### src/design/sepg_pkg.sv
// ----------------------------------------------------------------------------
// sepg_pkg
// Shared types, constants and helper functions of the strip scanner eye
// pattern generator.
// ----------------------------------------------------------------------------
package sepg_pkg;

  localparam int STRIP_LENGTH = 64;
  localparam int PIX_W        = $clog2(STRIP_LENGTH);
  localparam int NUM_W        = ((PIX_W > 6) ? PIX_W : 6) + 2;
  localparam int IDX_W        = 6;
  localparam int COLOR_W      = 8;
  localparam int EYE_W_BITS   = 6;
  localparam int HOLD_W       = 16;
  localparam int HOLD_OUT_W   = 17;
  localparam int CFG_IDX_W    = 3;
  localparam int CFG_DATA_W   = 16;
  localparam int NUM_SWEEPS   = 8;
  localparam int SWEEP_W      = 3;
  localparam int RESET_EYE_W  = 4;

  typedef logic signed [NUM_W-1:0] num_t;

  typedef enum logic [1:0] {
    KIND_RL = 2'd0,
    KIND_LR = 2'd1,
    KIND_OC = 2'd2,
    KIND_CO = 2'd3
  } kind_t;

  typedef enum logic [1:0] {
    SHADE_BLACK = 2'd0,
    SHADE_DIM   = 2'd1,
    SHADE_FULL  = 2'd2
  } shade_t;

  typedef enum logic [CFG_IDX_W-1:0] {
    CFG_EYE_RED      = 3'd0,
    CFG_EYE_GREEN    = 3'd1,
    CFG_EYE_BLUE     = 3'd2,
    CFG_EYE_WIDTH    = 3'd3,
    CFG_STEP_HOLD    = 3'd4,
    CFG_SWEEP_HOLD   = 3'd5
  } cfg_idx_t;

  typedef struct packed {
    num_t                  pix;
    num_t                  pos;
    num_t                  width;
    logic                  mirrored;
    logic                  frame_end;
    logic                  seq_end;
    logic [HOLD_OUT_W-1:0] hold;
  } step_t;

  typedef struct packed {
    logic [COLOR_W-1:0] red;
    logic [COLOR_W-1:0] green;
    logic [COLOR_W-1:0] blue;
  } color_t;

  function automatic kind_t sweep_kind(input logic [SWEEP_W-1:0] s);
    kind_t k;
    case (s)
      3'd0:    k = KIND_RL;
      3'd1:    k = KIND_LR;
      3'd2:    k = KIND_OC;
      3'd3:    k = KIND_CO;
      3'd4:    k = KIND_LR;
      3'd5:    k = KIND_RL;
      3'd6:    k = KIND_OC;
      default: k = KIND_CO;
    endcase
    return k;
  endfunction

  function automatic num_t sweep_start(input kind_t k, input num_t w);
    num_t r;
    case (k)
      KIND_RL: r = num_t'(STRIP_LENGTH - 2) - w;
      KIND_CO: r = (num_t'(STRIP_LENGTH) - w) >>> 1;
      default: r = '0;
    endcase
    return r;
  endfunction

  function automatic logic last_frame(input kind_t k, input num_t w, input num_t pos);
    logic r;
    case (k)
      KIND_RL: r = (pos <= num_t'(1));
      KIND_LR: r = (pos >= num_t'(STRIP_LENGTH - 3) - w);
      KIND_OC: r = (pos >= ((num_t'(STRIP_LENGTH) - w) >>> 1));
      default: r = (pos <= num_t'(0));
    endcase
    return r;
  endfunction

  // x / 10 for 8-bit x as a reciprocal multiply, exact over the whole range
  function automatic logic [COLOR_W-1:0] div10(input logic [COLOR_W-1:0] x);
    logic [15:0] prod;
    prod = 16'(x) * 16'd205;
    return COLOR_W'(prod[15:11]);
  endfunction

endpackage

### src/design/sepg_sequencer.sv
// ----------------------------------------------------------------------------
// sepg_sequencer
// Sweep, eye position and pixel counters; frame and sweep end detection and
// the frame hold time.
// ----------------------------------------------------------------------------
module sepg_sequencer import sepg_pkg::*; (
  input  logic                  clk,
  input  logic                  rst,
  input  logic                  advance,
  input  logic                  restart,
  input  logic [EYE_W_BITS-1:0] eye_width,
  input  logic [HOLD_W-1:0]     step_hold_ms,
  input  logic [HOLD_W-1:0]     sweep_end_hold_ms,
  output step_t                 step
);

  logic [SWEEP_W-1:0] sweep, sweep_next;
  logic [PIX_W-1:0]   pos, pos_next;
  logic [PIX_W-1:0]   pix, pix_next;

  num_t               w_eff;
  logic [SWEEP_W-1:0] s_cur;
  logic [SWEEP_W-1:0] s_inc;
  num_t               pos_cur;
  logic [PIX_W-1:0]   p_cur;
  kind_t              kind;
  logic               last;
  logic               fend;
  num_t               pos_adv;

  always_comb begin
    w_eff = num_t'(eye_width);
    if (w_eff > num_t'(STRIP_LENGTH - 3)) begin
      w_eff = num_t'(STRIP_LENGTH - 3);
    end

    // restart takes effect on the item that carries it
    s_cur   = restart ? '0 : sweep;
    pos_cur = restart ? sweep_start(KIND_RL, w_eff) : num_t'(pos);
    p_cur   = restart ? '0 : pix;
    s_inc   = s_cur + 3'd1;

    kind = sweep_kind(s_cur);
    last = last_frame(kind, w_eff, pos_cur);
    fend = (p_cur == PIX_W'(STRIP_LENGTH - 1));

    if (last) begin
      pos_adv = sweep_start(sweep_kind(s_inc), w_eff);
    end else if (kind == KIND_RL || kind == KIND_CO) begin
      pos_adv = pos_cur - num_t'(1);
    end else begin
      pos_adv = pos_cur + num_t'(1);
    end

    pix_next   = fend ? '0 : p_cur + 1'b1;
    sweep_next = (fend && last) ? s_inc : s_cur;
    pos_next   = fend ? PIX_W'(pos_adv) : PIX_W'(pos_cur);

    step.pix       = num_t'(p_cur);
    step.pos       = pos_cur;
    step.width     = w_eff;
    step.mirrored  = (kind == KIND_OC || kind == KIND_CO);
    step.frame_end = fend;
    step.seq_end   = fend && last && (s_cur == SWEEP_W'(NUM_SWEEPS - 1));
    step.hold      = '0;
    if (fend) begin
      step.hold = HOLD_OUT_W'(step_hold_ms)
                + (last ? HOLD_OUT_W'(sweep_end_hold_ms) : HOLD_OUT_W'(0));
    end
  end

  always_ff @(posedge clk) begin
    if (rst) begin
      sweep <= '0;
      pos   <= PIX_W'(STRIP_LENGTH - RESET_EYE_W - 2);
      pix   <= '0;
    end else if (advance) begin
      sweep <= sweep_next;
      pos   <= pos_next;
      pix   <= pix_next;
    end
  end

endmodule

### src/design/sepg_shader.sv
// ----------------------------------------------------------------------------
// sepg_shader
// Classifies one pixel against the eye (and mirrored eye) and picks its
// colour: black, dim (a tenth) or full.
// ----------------------------------------------------------------------------
module sepg_shader import sepg_pkg::*; (
  input  step_t              step,
  input  logic [COLOR_W-1:0] eye_red,
  input  logic [COLOR_W-1:0] eye_green,
  input  logic [COLOR_W-1:0] eye_blue,
  output color_t             color
);

  shade_t shade;
  num_t   m;

  always_comb begin
    m     = num_t'(STRIP_LENGTH) - step.pos;
    shade = SHADE_BLACK;
    // later matches override earlier ones
    if (step.pix == step.pos) begin
      shade = SHADE_DIM;
    end
    if (step.pix >= step.pos + num_t'(1) && step.pix <= step.pos + step.width) begin
      shade = SHADE_FULL;
    end
    if (step.pix == step.pos + step.width + num_t'(1)) begin
      shade = SHADE_DIM;
    end
    if (step.mirrored) begin
      if (step.pix == m) begin
        shade = SHADE_DIM;
      end
      if (step.pix >= m - step.width && step.pix <= m - num_t'(1)) begin
        shade = SHADE_FULL;
      end
      if (step.pix == m - step.width - num_t'(1)) begin
        shade = SHADE_DIM;
      end
    end

    case (shade)
      SHADE_FULL: begin
        color.red   = eye_red;
        color.green = eye_green;
        color.blue  = eye_blue;
      end
      SHADE_DIM: begin
        color.red   = div10(eye_red);
        color.green = div10(eye_green);
        color.blue  = div10(eye_blue);
      end
      default: begin
        color = '0;
      end
    endcase
  end

endmodule

### src/design/scanner_eye_pattern_generator_unit.sv
// ----------------------------------------------------------------------------
// scanner_eye_pattern_generator_unit
// Strip scanner (eye sweep) animation generator, one pixel per transfer.
// ----------------------------------------------------------------------------
// Each input transfer produces exactly one pixel result, held in the output
// register from the next cycle; a new input is taken every cycle as long as the
// output register is empty or being drained, so the sustained rate is one
// pixel per cycle. The pixel is computed from the sweep, eye position and
// pixel counters in a single combinational pass ahead of the output register.
// Registers are written through the cfg port (index 0..5: red, green, blue,
// eye width, frame hold, sweep end hold); the port is always ready, and
// writes should only be made while no pixel is pending.
module scanner_eye_pattern_generator_unit import sepg_pkg::*; (
  input  logic                  clk,
  input  logic                  rst,

  input  logic                  cfg_valid,
  output logic                  cfg_ready,
  input  logic [CFG_IDX_W-1:0]  cfg_index,
  input  logic [CFG_DATA_W-1:0] cfg_data,

  input  logic                  in_valid,
  output logic                  in_ready,
  input  logic                  restart,

  output logic                  out_valid,
  input  logic                  out_ready,
  output logic [IDX_W-1:0]      pixel_index,
  output logic [COLOR_W-1:0]    pixel_red,
  output logic [COLOR_W-1:0]    pixel_green,
  output logic [COLOR_W-1:0]    pixel_blue,
  output logic                  frame_end,
  output logic [HOLD_OUT_W-1:0] hold_ms,
  output logic                  sequence_end
);

  logic [COLOR_W-1:0]    eye_red, eye_green, eye_blue;
  logic [EYE_W_BITS-1:0] eye_width;
  logic [HOLD_W-1:0]     step_hold_ms, sweep_end_hold_ms;

  logic   accept;
  step_t  step;
  color_t color;

  assign cfg_ready = 1'b1;
  assign in_ready  = !out_valid || out_ready;
  assign accept    = in_valid && in_ready;

  always_ff @(posedge clk) begin
    if (rst) begin
      eye_red           <= 8'd255;
      eye_green         <= 8'd0;
      eye_blue          <= 8'd0;
      eye_width         <= EYE_W_BITS'(RESET_EYE_W);
      step_hold_ms      <= 16'd10;
      sweep_end_hold_ms <= 16'd50;
    end else if (cfg_valid) begin
      case (cfg_index)
        CFG_EYE_RED:    eye_red           <= cfg_data[COLOR_W-1:0];
        CFG_EYE_GREEN:  eye_green         <= cfg_data[COLOR_W-1:0];
        CFG_EYE_BLUE:   eye_blue          <= cfg_data[COLOR_W-1:0];
        CFG_EYE_WIDTH:  eye_width         <= cfg_data[EYE_W_BITS-1:0];
        CFG_STEP_HOLD:  step_hold_ms      <= cfg_data[HOLD_W-1:0];
        CFG_SWEEP_HOLD: sweep_end_hold_ms <= cfg_data[HOLD_W-1:0];
        default: ;
      endcase
    end
  end

  sepg_sequencer u_sequencer (
    .clk               (clk),
    .rst               (rst),
    .advance           (accept),
    .restart           (restart),
    .eye_width         (eye_width),
    .step_hold_ms      (step_hold_ms),
    .sweep_end_hold_ms (sweep_end_hold_ms),
    .step              (step)
  );

  sepg_shader u_shader (
    .step      (step),
    .eye_red   (eye_red),
    .eye_green (eye_green),
    .eye_blue  (eye_blue),
    .color     (color)
  );

  always_ff @(posedge clk) begin
    if (rst) begin
      out_valid <= 1'b0;
    end else if (accept) begin
      out_valid <= 1'b1;
    end else if (out_ready) begin
      out_valid <= 1'b0;
    end
  end

  // payload loads on every accepted input; it holds while the output stalls
  always_ff @(posedge clk) begin
    if (accept) begin
      pixel_index  <= IDX_W'(step.pix);
      pixel_red    <= color.red;
      pixel_green  <= color.green;
      pixel_blue   <= color.blue;
      frame_end    <= step.frame_end;
      hold_ms      <= step.hold;
      sequence_end <= step.seq_end;
    end
  end

endmodule

### config.mk
export PLATFORM = sky130hd
export DESIGN_NAME = scanner_eye_pattern_generator_unit
export DESIGN_NICKNAME = d
export VERILOG_FILES = /design/src/design/sepg_pkg.sv /design/src/design/sepg_sequencer.sv /design/src/design/sepg_shader.sv /design/src/design/scanner_eye_pattern_generator_unit.sv
export SDC_FILE = /design/constraint.sdc
export NUM_CORES = 1
export LEC_CHECK = 0
export BUFFER_PORTS_ARGS = -buffer_cell sky130_fd_sc_hd__buf_2
export CAP_MARGIN = 20
export CORE_AREA = 2 2 157 159
export CTS_BUF_LIST = sky130_fd_sc_hd__clkbuf_8
export CTS_CLUSTER_SIZE = 8
export DETAILED_ROUTE_END_ITERATION = 8
export DIE_AREA = 0 0 159 161
export MAX_ROUTING_LAYER = met4
export PLACE_DENSITY_LB_ADDON = 0.15
export SYNTH_ARGS = -nofsm -noshare
export SYNTH_HDL_FRONTEND = slang
export SYNTH_SLANG_ARGS = --single-unit
### constraint.sdc
create_clock -name clk -period 8 [get_ports clk]
set_clock_uncertainty 0.05 [all_clocks]
set_input_delay 1.2 -clock clk [delete_from_list [all_inputs] [get_ports clk]]
set_output_delay 1.2 -clock clk [all_outputs]
set_load 0.02 [all_outputs]
==> results.txt, run 1 <==
* Leak: 0.00620 uW
- Crit path max fanout: 14
- Max Freq: 139 MHz
* Post-synthesis async set-or-reset flop share: 0%
- At the end of the flow the core is filled with cells to 53.4%.
- The worst path needs 7.20 ns of the cycle, external delays included.
- Counting the fill cells in the layout gives 2298.
* Initial core utilization: around half
* Commonest register cell after synthesis: sky130_fd_sc_hd__dfxtp_1
* Area Growth Syn to Fin: 8.41%
- Relative slew margins: 38.4%
* Cell area after synthesis: 0.0118 mm2
- Fin. Hold Viols: 0
* Number of search-and-repair iterations in the first detailed-routing pass: 6
- The synthesized netlist devotes approximately 15% of its cell area to compound gates.
- Routability-driven placement finished with a final weighted congestion of 0.910.
* Yosys warnings: 0
* Largest net degree at the start of global routing: 63
- In this run, synthesis produced a sequential element count of 127.
- Post-synthesis area per instance: approximately 8.8 um2
- Slack of the critical path: 0.801 ns
- Remaining routing DRC violations: 0
- Wire length of the first global-routing pass: 48.5 mm
* Placed instance count: 1708
- Yosys mapped a number of flops with a built-in enable equal to 49.
- The final count of pins violating max slew was 0.
* Synth Area in Adders: 27.5%
- For this run, the register share of the synthesized area comes to 25.7%.
- For the worst setup path, the data arrival time is 7.35 ns.
- The worst setup path is captured at a flop.
- Vias in the first global route: 9214
- Origin of the worst setup path: eye_width[3]
- During I/O placement, the number of pins put on the boundary was 77.
- For this run, the number of standard cells in the final layout without fillers is roughly 1.7k.
- Wire length per cell: 17.3 um
* Area contributors post-synth: sky130_fd_sc_hd__ha_1 (21%), sky130_fd_sc_hd__dfxtp_1 (13%), sky130_fd_sc_hd__edfxtp_1 (12%)
* Number of antenna violations at the first check in global routing: 1
- The tightest min-delay check is of the flop to flop type.
* Number of distinct library cell variants in the gate-level netlist after synthesis: 87
- Run status: finished, final reports clean
* Clock transition at the registers of the reported paths: 0.09 ns
- The final layout contains 1664 nets.
- Port buffer count: 75
- Total wire length: approximately 30 mm
* Core region area: 0.0240 mm2
- Antenna violation net count after detailed routing: 0
- Share of post-route cells with drive strength above 1: 10.9%
- At the pin with the least slew margin, the transition time is a little over 0.9 ns.
- The floorplan step set the die height to 161 um.
* Width of the die: 159 um
* Hold path start: sweep_end_hold_ms[13]
- Vias: 9540
- Using the TritonRoute via totals, the vias-per-cell ratio works out to 5.48.
- The synthesized netlist devotes 6.37% of its cell area to XOR and XNOR gates.
- Setup TNS Final: 0 ns
- TritonCTS Buffers: 17
- The floorplan has 57 rows.
- Worst Setup Start Kind: flop
- Area share of the largest cell type after synthesis: a little over a fifth
* # Max-Cap Violations: 0
- Power density over cell area: approximately 130 mW/mm2
* Global router's overall resource usage: about 25%
- Clock buffer depth: 2
* DP Wirelength: 23.1 mm
- Summed over all layers, the global routing overflow is 0.
- The biggest area contributor in the post-synthesis netlist is sky130_fd_sc_hd__ha_1.
- By area, the combinational part of the netlist is dominated by adder cells.
* Leading cell types by count after synthesis: sky130_fd_sc_hd__ha_1 (201), sky130_fd_sc_hd__inv_1 (163), sky130_fd_sc_hd__nand2_1 (159)
* Die area: 0.0256 mm2
* Hold-fix buffers at CTS: 0
* Most frequently used cell type in the post-synthesis netlist: sky130_fd_sc_hd__ha_1
* Maximum resistive drop on vdd: 0.0976 mV
* 1st-iter DRT viols: 600
- Area fraction in and, or, nand and nor cells after synthesis: between 15 and 20%
- Number of gates resized after cts: 0
- Worst-case setup slack after placement: 0.807 ns
- Count of endpoints failing setup in the final report: 0
* Mux contribution to synthesized area: between 1.5 and 2%
* Clk_lat worst skew: 0.46 ns
- The final critical path takes up 90.0% of the cycle.
- CTS Sinks: about 130
* Worst reg2reg path startpoint: eye_width[3]
- Post-Synthesis Cells: 1348
- The cell sitting at the root of the clock tree is a sky130_fd_sc_hd__clkbuf_8.
* Setup repair after global routing missed its margin: no
* H-tree lvl count: 4
* Critical path class: flop to flop
* Required time at the worst-slack endpoint: just over 8 ns
- Setup repair bufs after CTS: 0
- Clock tree from TritonCTS: built
-- where the power goes --
group,switching [uW],internal [uW]
Combinational,274,192
Clock,281,243
Sequential,16.8,692
Total,572,1130
-- worst max-delay path, cell delays in order, from the launching register on --
cell                       delay (ns)
sky130_fd_sc_hd__dfxtp_1         0.68
sky130_fd_sc_hd__nand4_4         0.24
sky130_fd_sc_hd__nand2_1         0.23
sky130_fd_sc_hd__inv_1           0.14
sky130_fd_sc_hd__ha_1            0.36
sky130_fd_sc_hd__xnor2_1         0.26
sky130_fd_sc_hd__a21oi_2         0.37
sky130_fd_sc_hd__clkinv_1        0.34
sky130_fd_sc_hd__ha_1            0.38
sky130_fd_sc_hd__a21oi_1         0.18
sky130_fd_sc_hd__o21ai_0         0.13
sky130_fd_sc_hd__maj3_1          0.37
sky130_fd_sc_hd__o31ai_1         0.19
sky130_fd_sc_hd__a31oi_1         0.14
sky130_fd_sc_hd__nor2_2          0.44
sky130_fd_sc_hd__buf_4           0.31
sky130_fd_sc_hd__nor2b_1         0.07
sky130_fd_sc_hd__ha_1            0.31
sky130_fd_sc_hd__a21oi_1         0.21
sky130_fd_sc_hd__o21bai_1        0.12
sky130_fd_sc_hd__a211oi_1        0.33
sky130_fd_sc_hd__o31ai_1         0.16
sky130_fd_sc_hd__o211ai_1        0.30
sky130_fd_sc_hd__o21ai_0         0.17
sky130_fd_sc_hd__o21ai_0         0.23
sky130_fd_sc_hd__and3_1          0.19
sky130_fd_sc_hd__nor3_1          0.04
-- cells in the final DEF (no fill, tap or decap), types with 9 or more instances in the layout --
master                     Yosys  final
sky130_fd_sc_hd__ha_1        201    201
sky130_fd_sc_hd__inv_1       163    163
sky130_fd_sc_hd__nand2_1     159    159
sky130_fd_sc_hd__a21oi_1      88     88
sky130_fd_sc_hd__dfxtp_1      78     78
sky130_fd_sc_hd__nor2_1       76     76
sky130_fd_sc_hd__buf_2         5     75
sky130_fd_sc_hd__xnor2_1      49     49
sky130_fd_sc_hd__edfxtp_1     49     49
sky130_fd_sc_hd__o21ai_0      42     42
sky130_fd_sc_hd__nand3_1      37     37
sky130_fd_sc_hd__fa_1         35     35
sky130_fd_sc_hd__nor2b_1      34     34
sky130_fd_sc_hd__xor2_1       20     20
sky130_fd_sc_hd__a21o_1       19     19
sky130_fd_sc_hd__and2_1       19     19
sky130_fd_sc_hd__clkbuf_8      0     17
sky130_fd_sc_hd__nor3_1       17     16
sky130_fd_sc_hd__nand2b_1     12     12
sky130_fd_sc_hd__mux2i_1      12     12
sky130_fd_sc_hd__a31oi_1      12     12
sky130_fd_sc_hd__and3_1       11     11
sky130_fd_sc_hd__a22oi_1      10     10
sky130_fd_sc_hd__buf_4         5     10
sky130_fd_sc_hd__o31ai_1       9      9
-- per-stage QoR --
| stage | area (um2) | total power [uW] | hold WS (ns) |
|---|---|---|---|
| global route | 12800 | 1800 | 0.426 |
| global placement | 12400 | 1180 | 0.388 |
| floorplan | 11800 | 1080 | 0.382 |
| detailed placement | 12400 | 1190 | 0.392 |
| CTS | 12800 | 1710 | 0.403 |
| finish | 12800 | 1700 | 0.405 |
-- layout make-up --
| class | count | area [um2] | area share (%) |
|---|---|---|---|
| tap | 324 | 405 | 3.17 |
| inverter | 168 | 636 | 4.97 |
| clock inverter | 15 | 119 | 0.929 |
| multi-input combinational | 1004 | 7920 | 61.9 |
| antenna | 1 | 2.50 | 0.0196 |
| timing repair buffer | 85 | 450 | 3.52 |
| clock buffer | 17 | 234 | 1.83 |
| sequential | 127 | 3030 | 23.7 |
-- layer usage --
metal / vias to the layer above / track usage (%) / part of all wire [%]
met4: 0 / 7.19 / 2.0
met5: - / - / 0
met1: 4496 / 32.1 / 46
met2: 236 / 39.9 / 47
li1: 4766 / - / -
met3: 42 / 3.47 / 4.3
-- sequential cells by signal (all words and copies together), names as in the netlist, 8 cells and up --
register,cells
eye_red,8
sweep_end_hold_ms,16
eye_green,8
step_hold_ms,16
pixel_green,8
hold_ms,17
eye_blue,8
pixel_red,8
pixel_blue,8
-- path summary, 6_finish.rpt --
| path | to | slack [ns] | cells past startpoint |
|---|---|---|---|
| hold reg to reg | sweep_end_hold_ms[13] | 0.41 | 2 |
| setup reg to reg | hold_ms[15] | 0.80 | 26 |
| setup / recovery | hold_ms[15] | 0.80 | 26 |
| hold / removal | sweep_end_hold_ms[13] | 0.41 | 2 |
-- logic make-up after synthesis --
| logic type | count (synthesis) |
|---|---|
| AO/OA/AOI/OAI | 267 |
| XOR/XNOR | 77 |
| adder cells (fa/ha/maj) | 239 |
| buffers and inverters | 218 |
| flip-flops | 127 |
| multiplexers | 17 |
| other | 1 |
| AND/OR/NAND/NOR | 402 |
(Power assumes the default switching activity.)
==> run 2: changes to the inputs <==
Settings changed: CELL_PAD_IN_SITES_DETAIL_PLACEMENT set to 0, CELL_PAD_IN_SITES_GLOBAL_PLACEMENT set to 1, CORE_AREA 2 2 157 159 to 2 2 159 161, DIE_AREA 0 0 159 161 to 0 0 161 163.
==> run 2 against run 1 <==
  * Die area grew 2.5%
  * Critical endpoint is now hold_ms[16]
  * First-iteration DRC count shrank 1.8%
  * Design area increased by 0.42%
  * Register-to-register slack lost 0.12 ns
  * Sequential power is essentially flat
==> results.txt, run 2 (synthesis results as in run 1) <==
- The via count of the first global-routing pass came to 9113.
* Worst-case reg-to-reg path depth: 26
- The worst register-to-register path ends at hold_ms[16].
- The clock reaches the later pin of the worst-skew pair after 0.44 ns.
- The routed design has 30.3 mm of wire.
- Dividing the detail-routed wire length by the instance count gives 17.4 um.
- Num rows: 58
* Class of the most critical hold timing path: flop to flop
- The run finished with clean final reports.
- The library cell used most frequently in the layout, excluding fill and tap cells, is sky130_fd_sc_hd__ha_1.
- Global router's overall resource usage: 24.4%
- Top reg by flops: hold_ms
- The first detailed-routing pass took 5 iterations.
* Placed instance count: between 1.5k and 2k
- The highest layer touched by signal routing is met4.
- Standard cell area after detailed placement: ~0.012 mm2
* Worst reg2reg path startpoint: eye_width[3]
* TritonCTS Buffers: 17
* Largest net degree at the start of global routing: a little over 60
* Arrival time worst endpoint: 7.46 ns
- Largest registers in the final layout: hold_ms (17), step_hold_ms (16), sweep_end_hold_ms (16)
- Share of post-route cells with drive strength above 1: approximately 11%
- Max-cap violations in this run came to 0.
* Setup repair after global routing missed its margin: no
* Setup TNS Final: 0 ns
- Number of instances on the worst hold path: 2
- Maximum resistive drop on vdd: between 0.1 and 0.15 mV
- Width of the die: 161 um
* Power density over cell area: 137 mW/mm2
- Required time at the worst-slack endpoint: 8.15 ns
- For this run, the top clock speed supported by timing is 137 MHz.
- For this design, the slowest cell found on the critical path is sky130_fd_sc_hd__dfxtp_1.
- The final hold violation count is 0.
- For this design the static power due to leakage is ~0.0062 uW.
- Post-route fraction of the period consumed by the critical path: about nine tenths
- Worst Hold Path EP: sweep_end_hold_ms[12]
* Initial core utilization: 47.8%
- From bottom edge to top edge, the die measures 163 um.
* DP Wirelength: 23.4 mm
* Worst Setup Start Kind: flop
- Clock buffer depth: 2
* Buffer type at the clock tree root: sky130_fd_sc_hd__clkbuf_8
- Wire segments on met3 add up to 1.03 mm in the final route.
- Summed over all nets, wire length on met2 after detailed routing comes to ~14 mm.
- In this run the tool buffered the top-level ports with 75 buffer cells.
* Buffers & Inverters on Critical Path: 1
- Core region area: 0.0247 mm2
- At the end of routability-driven placement, the weighted congestion stood at 0.942.
- Relative slew margins: between 20 and 30%
* Post-route total power: 1760 uW
- TritonCTS built the clock tree.
- The clock tree synthesis step divided the H-tree into 4 levels.
* Largest register FFs: 17
* Clock period minus final worst setup slack: about 7.3 ns
- Vias: 9500
- Number of antenna violations at the first check in global routing: 0
- Finished layout cell area: between 0.01 and 0.015 mm2
- Actual slew at the worst max-slew pin: about 1.1 ns
* R2r setup slk: 0.69 ns
* Vias per inst: 5.44
- The finished layout holds 1745 standard cells, fillers aside.
- Along the worst path, the maximum fanout reaches 15.
- The clock drives 127 sinks.
* Nets: about 1.7k
* Ports: between 70 and 80
- In this design, the stage delay of the slowest critical-path cell is 0.68 ns.
* Wire length of the first global-routing pass: 49.0 mm
* Count of endpoints failing setup in the final report: 0
- After clock tree synthesis, the clock-pin slew on the worst setup and hold paths is 0.09 ns.
- Family of cells with the greatest summed delay on the critical path: compound AO/OA/AOI/OAI gates
* Number of gates resized after cts: 0
- The setup path with the least slack is of type flop to flop.
- After global routing the overflow that remains totals 0.
- Number of antenna cells inserted: 0
* Max-slew violation count: 0
- 1st-iter DRT viols: approximately 590
- Buffers added to address setup during post-CTS repair amount to 0.
- Hold-fix buffers at CTS: 0
- Area Growth Syn to Fin: 8.86%
- The floorplan step defined a die boundary enclosing between 0.02 and 0.03 mm2.
- In the routed design, unresolved DRC markers number 0.
- Critical Path Sink Type: flop
* Antenna violation net count after detailed routing: 0
- Commonest cells after routing, fill and taps aside: sky130_fd_sc_hd__ha_1 (201), sky130_fd_sc_hd__inv_1 (162), sky130_fd_sc_hd__nand2_1 (159), sky130_fd_sc_hd__a21oi_1 (88), sky130_fd_sc_hd__dfxtp_1 (78)
- The worst hold path begins at sweep_end_hold_ms[12].
- In the final routing, the length of wire on met1 measures between 15 and 20 mm.
## run 2: cell types whose count changed in the layout (fill, tap and decap cells not counted), sizes merged
cell,delta
diode,-1
inv,+3
bufinv,+1
clkinvlp,-2
buf,-1
clkinv,-2
## run 2: how the worst max path moves through the flow
stage / from / to / slack (ns) / cells after the start
floorplan: restart / pixel_blue[1] / 1.53 / 25
global placement: restart / hold_ms[16] / 0.86 / 25
detailed placement: restart / hold_ms[16] / 0.66 / 25
CTS: eye_width[3] / hold_ms[16] / 0.71 / 26
global route: eye_width[3] / hold_ms[15] / 0.04 / 25
finish: eye_width[3] / hold_ms[16] / 0.69 / 26
## run 2: layer usage
metal	GRT usage, %	vias to the layer above
met5	-	-
met4	6.29	0
met3	2.65	27
met2	38.5	179
met1	33.7	4534
li1	-	4760
## run 2: worst min-delay path: cells and delay by family, from the launching register on
family             cells  cell delay, ns
DFF                    1            0.32
and+or+nand+nor        1            0.05
AOI/OAI and AO/OA      1            0.05
## run 2: layout make-up
class / count / area [um2]
timing repair buffer: 84 / 443
multi-input combinational: 1004 / 7920
clock buffer: 17 / 234
fill: 2423 / 11800
tap: 330 / 413
inverter: 168 / 636
sequential: 127 / 3030
clock inverter: 15 / 175
## run 2: stage by stage
| stage | util (%) | worst slack [ns] | hold WS, ns |
|---|---|---|---|
| 6_report | 52.1 | 0.685 | 0.408 |
| 5_1_grt | 52.1 | 0.0380 | 0.431 |
| 4_1_cts | 52.1 | 0.707 | 0.408 |
| 3_5_place_dp | 50.4 | 0.661 | 0.395 |
| 3_3_place_gp | 50.4 | 0.855 | 0.391 |
| 2_1_floorplan | - | 1.53 | 0.382 |
## run 2: where the power goes
group	switching, uW	internal [uW]
Clock	290	288
Sequential	16.8	692
Combinational	280	193
Total	587	1170
==> run 3: changes to the inputs <==
Settings changed: ABC_AREA set to 1, CORE_AREA 2 2 159 161 to 2 2 170 172, DIE_AREA 0 0 161 163 to 0 0 172 174.
Clock period 8 ns to 6.2 ns, I/O delays scaled along.
==> run 3 against run 2 <==
  * Synthesized cell count is 20% higher
  * Flip-flop and latch count is the same
  * Clock power rose by 18%
  * Worst setup slack worse by 0.057 ns
  * Sequential power up 30%
  * Design area increased by 2.3%
  * Clock-buffer cell count unchanged
  * First-iteration DRC count down 1.2%
  * Non-clock buffer count increased by 10
  * Cell count rose by 20%
  * Via count is 10% higher
  * Critical endpoint unchanged
  * Largest cell class unchanged
  * Largest power group unchanged
==> results.txt, run 3 <==
- The flow ran to the end, and the final reports show no timing, DRC or antenna violations.
- The clock reaches the later pin of the worst-skew pair after approximately 0.47 ns.
* Number of distinct library cell variants in the gate-level netlist after synthesis: 51
- After synthesis the cells add up to 0.0119 mm2.
- The most numerous cell type found on the critical path is sky130_fd_sc_hd__nand2_1.
* Master of the slowest instance on the critical path: sky130_fd_sc_hd__fa_1
- Post-synthesis area per instance: 7.38 um2
- Counting instances, the worst hold path has a depth of 2.
- Number of gates resized after cts: 0
* Setup TNS Final: 0 ns
- For this block, the via count after detailed routing is 10.5k.
- The floorplan step set the die width to 172 um.
* Critical path class: flop to flop
- Initial core utilization: a little over two fifths
- During synthesis, Yosys emitted a total of 0 warnings.
- In the post-synthesis netlist, the cell with the most instances is sky130_fd_sc_hd__nand2_1.
- Die area: 0.0299 mm2
- After global routing the overflow that remains totals 0.
- Summing all flip-flop and latch instances after layout gives approximately 0.0030 mm2.
- For this design the top-level I/O count stands at just under 80.
* 1st-iter DRT viols: 582
- Dividing the detail-routed wire length by the instance count gives approximately 15 um.
- Clock tree synthesis inserted a total of 17 buffers.
* Power density over cell area: 173 mW/mm2
- Max-slew violation count: 0
* Required time at the worst-slack endpoint: roughly 6.3 ns
* Weighted congestion at the end of routability-driven global placement: 0.935
- Summing all multi-input logic gate instances after layout gives roughly 0.0077 mm2.
* Critical Path Sink Type: flop
* Largest register FFs: 17
* Area share of the largest cell type after synthesis: between 20% and 30%
- For this design, the CTS-stage hold fixing added 0 buffers.
- In the routed design, unresolved DRC markers number 0.
- Clock tree from TritonCTS: built
- In this run the clock root is driven by a sky130_fd_sc_hd__clkbuf_8.
* Relative slew margins: 36.5%
* Worst Hold Path EP: sweep_end_hold_ms[13]
- Nets: 1958
* Clock buffer depth: 2
- Hold path start: sweep_end_hold_ms[13]
- The first global-routing pass estimated around 52 mm of wire.
* Total wire length: 32.3 mm
- Max Freq: around 180 MHz
- Worst-case setup slack after placement: slightly above 0.3 ns
* Critical R2R Capture: hold_ms[16]
- Post-synth EDFFs: 49
- In the layout the commonest cells are sky130_fd_sc_hd__nand2_1 (315), sky130_fd_sc_hd__inv_1 (281), sky130_fd_sc_hd__ha_1 (201), sky130_fd_sc_hd__nor2_1 (155), sky130_fd_sc_hd__a21oi_1 (120).
- Largest net degree at the start of global routing: 65
* Top reg by flops: hold_ms
* Overall die height: ~170 um
* Most common cell after layout, fill and taps aside: sky130_fd_sc_hd__nand2_1
- Setup repair after global routing missed its margin: no
* Vias in the first global route: 10.2k
- Leading cell types by count after synthesis: sky130_fd_sc_hd__nand2_1 (315), sky130_fd_sc_hd__inv_1 (279), sky130_fd_sc_hd__ha_1 (201)
- # Max-Cap Violations: 0
- VDD sags by at most ~0.11 mV.
- The floorplan has 62 rows.
* Clock transition at the registers of the reported paths: about 0.090 ns
* Number of search-and-repair iterations in the first detailed-routing pass: 5
- Setup repair bufs after CTS: 0
* Share of post-route cells with drive strength above 1: 10.4%
- Fin. Hold Viols: 0
- Vias per inst: 5.00
- Worst reg2reg path startpoint: eye_width[5]
- Worst Setup Start Kind: flop
- R2r setup slk: 0.63 ns
- Setup violations remaining at the end of the flow were counted as 0.
- Core region area: 0.0282 mm2
- Crit path max fanout: 6
- Sequential element share of the synthesized area: 25.4%
- Worst-case reg-to-reg path depth: 33
- The wire-length estimate of the detail-placed layout is 25.6 mm.
* Leak: 0.00688 uW
- The largest total area in the synthesized netlist belongs to sky130_fd_sc_hd__ha_1.
- On the worst path, the slowest cell contributes a delay of 0.39 ns.
* Arrival time worst endpoint: 5.71 ns
* Global router's overall resource usage: a little under a quarter
- The filler cells instantiated in the layout total between 2k and 3k.
- Post-Synthesis Cells: 1617
- H-tree lvl count: 4
- Antenna violation net count after detailed routing: 0
* CTS Sinks: 127
* Post-route worst hold slack: 0.408 ns
* Clock period minus final worst setup slack: 5.57 ns
- Post-route fraction of the period consumed by the critical path: 89.9%
- The min-delay analysis places its worst path in the category flop to flop.
- Slack of the critical path: ~0.63 ns
* Area contributors post-synth: sky130_fd_sc_hd__ha_1 (21%), sky130_fd_sc_hd__dfxtp_1 (13%), sky130_fd_sc_hd__edfxtp_1 (12%)
- For this run, the leading register cell type out of synthesis is sky130_fd_sc_hd__dfxtp_1.
- Largest registers in the final layout: hold_ms (17), step_hold_ms (16), sweep_end_hold_ms (16)
- Port buffer count: 75
- In the synthesized netlist the async set-or-reset flop fraction comes to 0%.
- At the pin with the least slew margin, the transition time is 0.952 ns.
- Area Growth Syn to Fin: 10.2%
- Number of antenna violations at the first check in global routing: 1
- Total of flip-flops plus latches after synthesis: 127
-- run 3: changes by cell type in the layout (fill, tap and decap cells not counted), sizes merged, moves of 12 or more --
cell    delta
nand2    +170
o21ai     +67
and2      -18
a21o      -15
nor2      +79
nand3     +78
nor2b     -34
xnor2     -51
nand2b    -12
and3      -12
inv      +119
mux2i     -13
a21oi     +31
-- run 3: logic make-up (layout without fill, tap and decap cells) --
group | count (synthesis) | count (layout) | share of synthesized area, %
simple gates | 636 | 636 | 22.9
buf+inv | 323 | 415 | 10.5
compound gates | 276 | 276 | 12.9
fa+ha+maj | 236 | 236 | 27.0
flops | 127 | 127 | 25.4
xor+xnor | 18 | 18 | 1.38
other cells | 1 | 3 | 0.0314
-- run 3: final cells by class --
class	count	area share (%)
multi-input combinational	1168	58.3
sequential	127	23.1
inverter	289	8.28
timing repair buffer	94	3.94
tap	384	3.66
clock buffer	17	1.78
clock inverter	15	0.914
antenna	1	0.0190
-- run 3: worst max path at each step --
stage | cells past startpoint | startpoint | slack [ns] | end
after floorplan | 33 | restart | 1.15 | hold_ms[16]
after global placement | 30 | restart | 0.46 | hold_ms[16]
after detailed placement | 31 | restart | 0.31 | hold_ms[16]
after CTS | 33 | eye_width[5] | 0.44 | hold_ms[16]
after global routing | 33 | eye_width[5] | 0.03 | hold_ms[16]
final | 33 | eye_width[5] | 0.63 | hold_ms[16]
-- run 3: stage by stage --
stage	std cells	total power [uW]	utilization, %	area, um2
6_report	2095	2280	46.5	13100
5_1_grt	2095	2450	46.5	13100
4_1_cts	2094	2310	46.5	13100
3_5_place_dp	2062	1620	45.2	12800
3_3_place_gp	2062	1610	45.2	12800
2_1_floorplan	1618	1440	-	11900
-- run 3: routing by layer --
metal	track usage [%]	vias to the layer above	routed length (um)
met5	-	-	0
met2	37.4	179	15200
met4	7.04	0	779
li1	-	5435	-
met3	3.01	39	948
met1	30.0	4819	15400
-- run 3: power by group --
group / internal (uW) / switching, uW
registers: 899 / 22.5
logic: 251 / 423
clock network: 315 / 368
-- run 3: critical path, delay by kind of cell (launching register included) --
family                   cells  cell delay (ns)
buffers and inverters        4             0.39
adder cells (fa/ha/maj)      4             1.31
flip-flops                   1             0.37
AND/OR/NAND/NOR             14             1.37
AO/OA/AOI/OAI               11             1.82
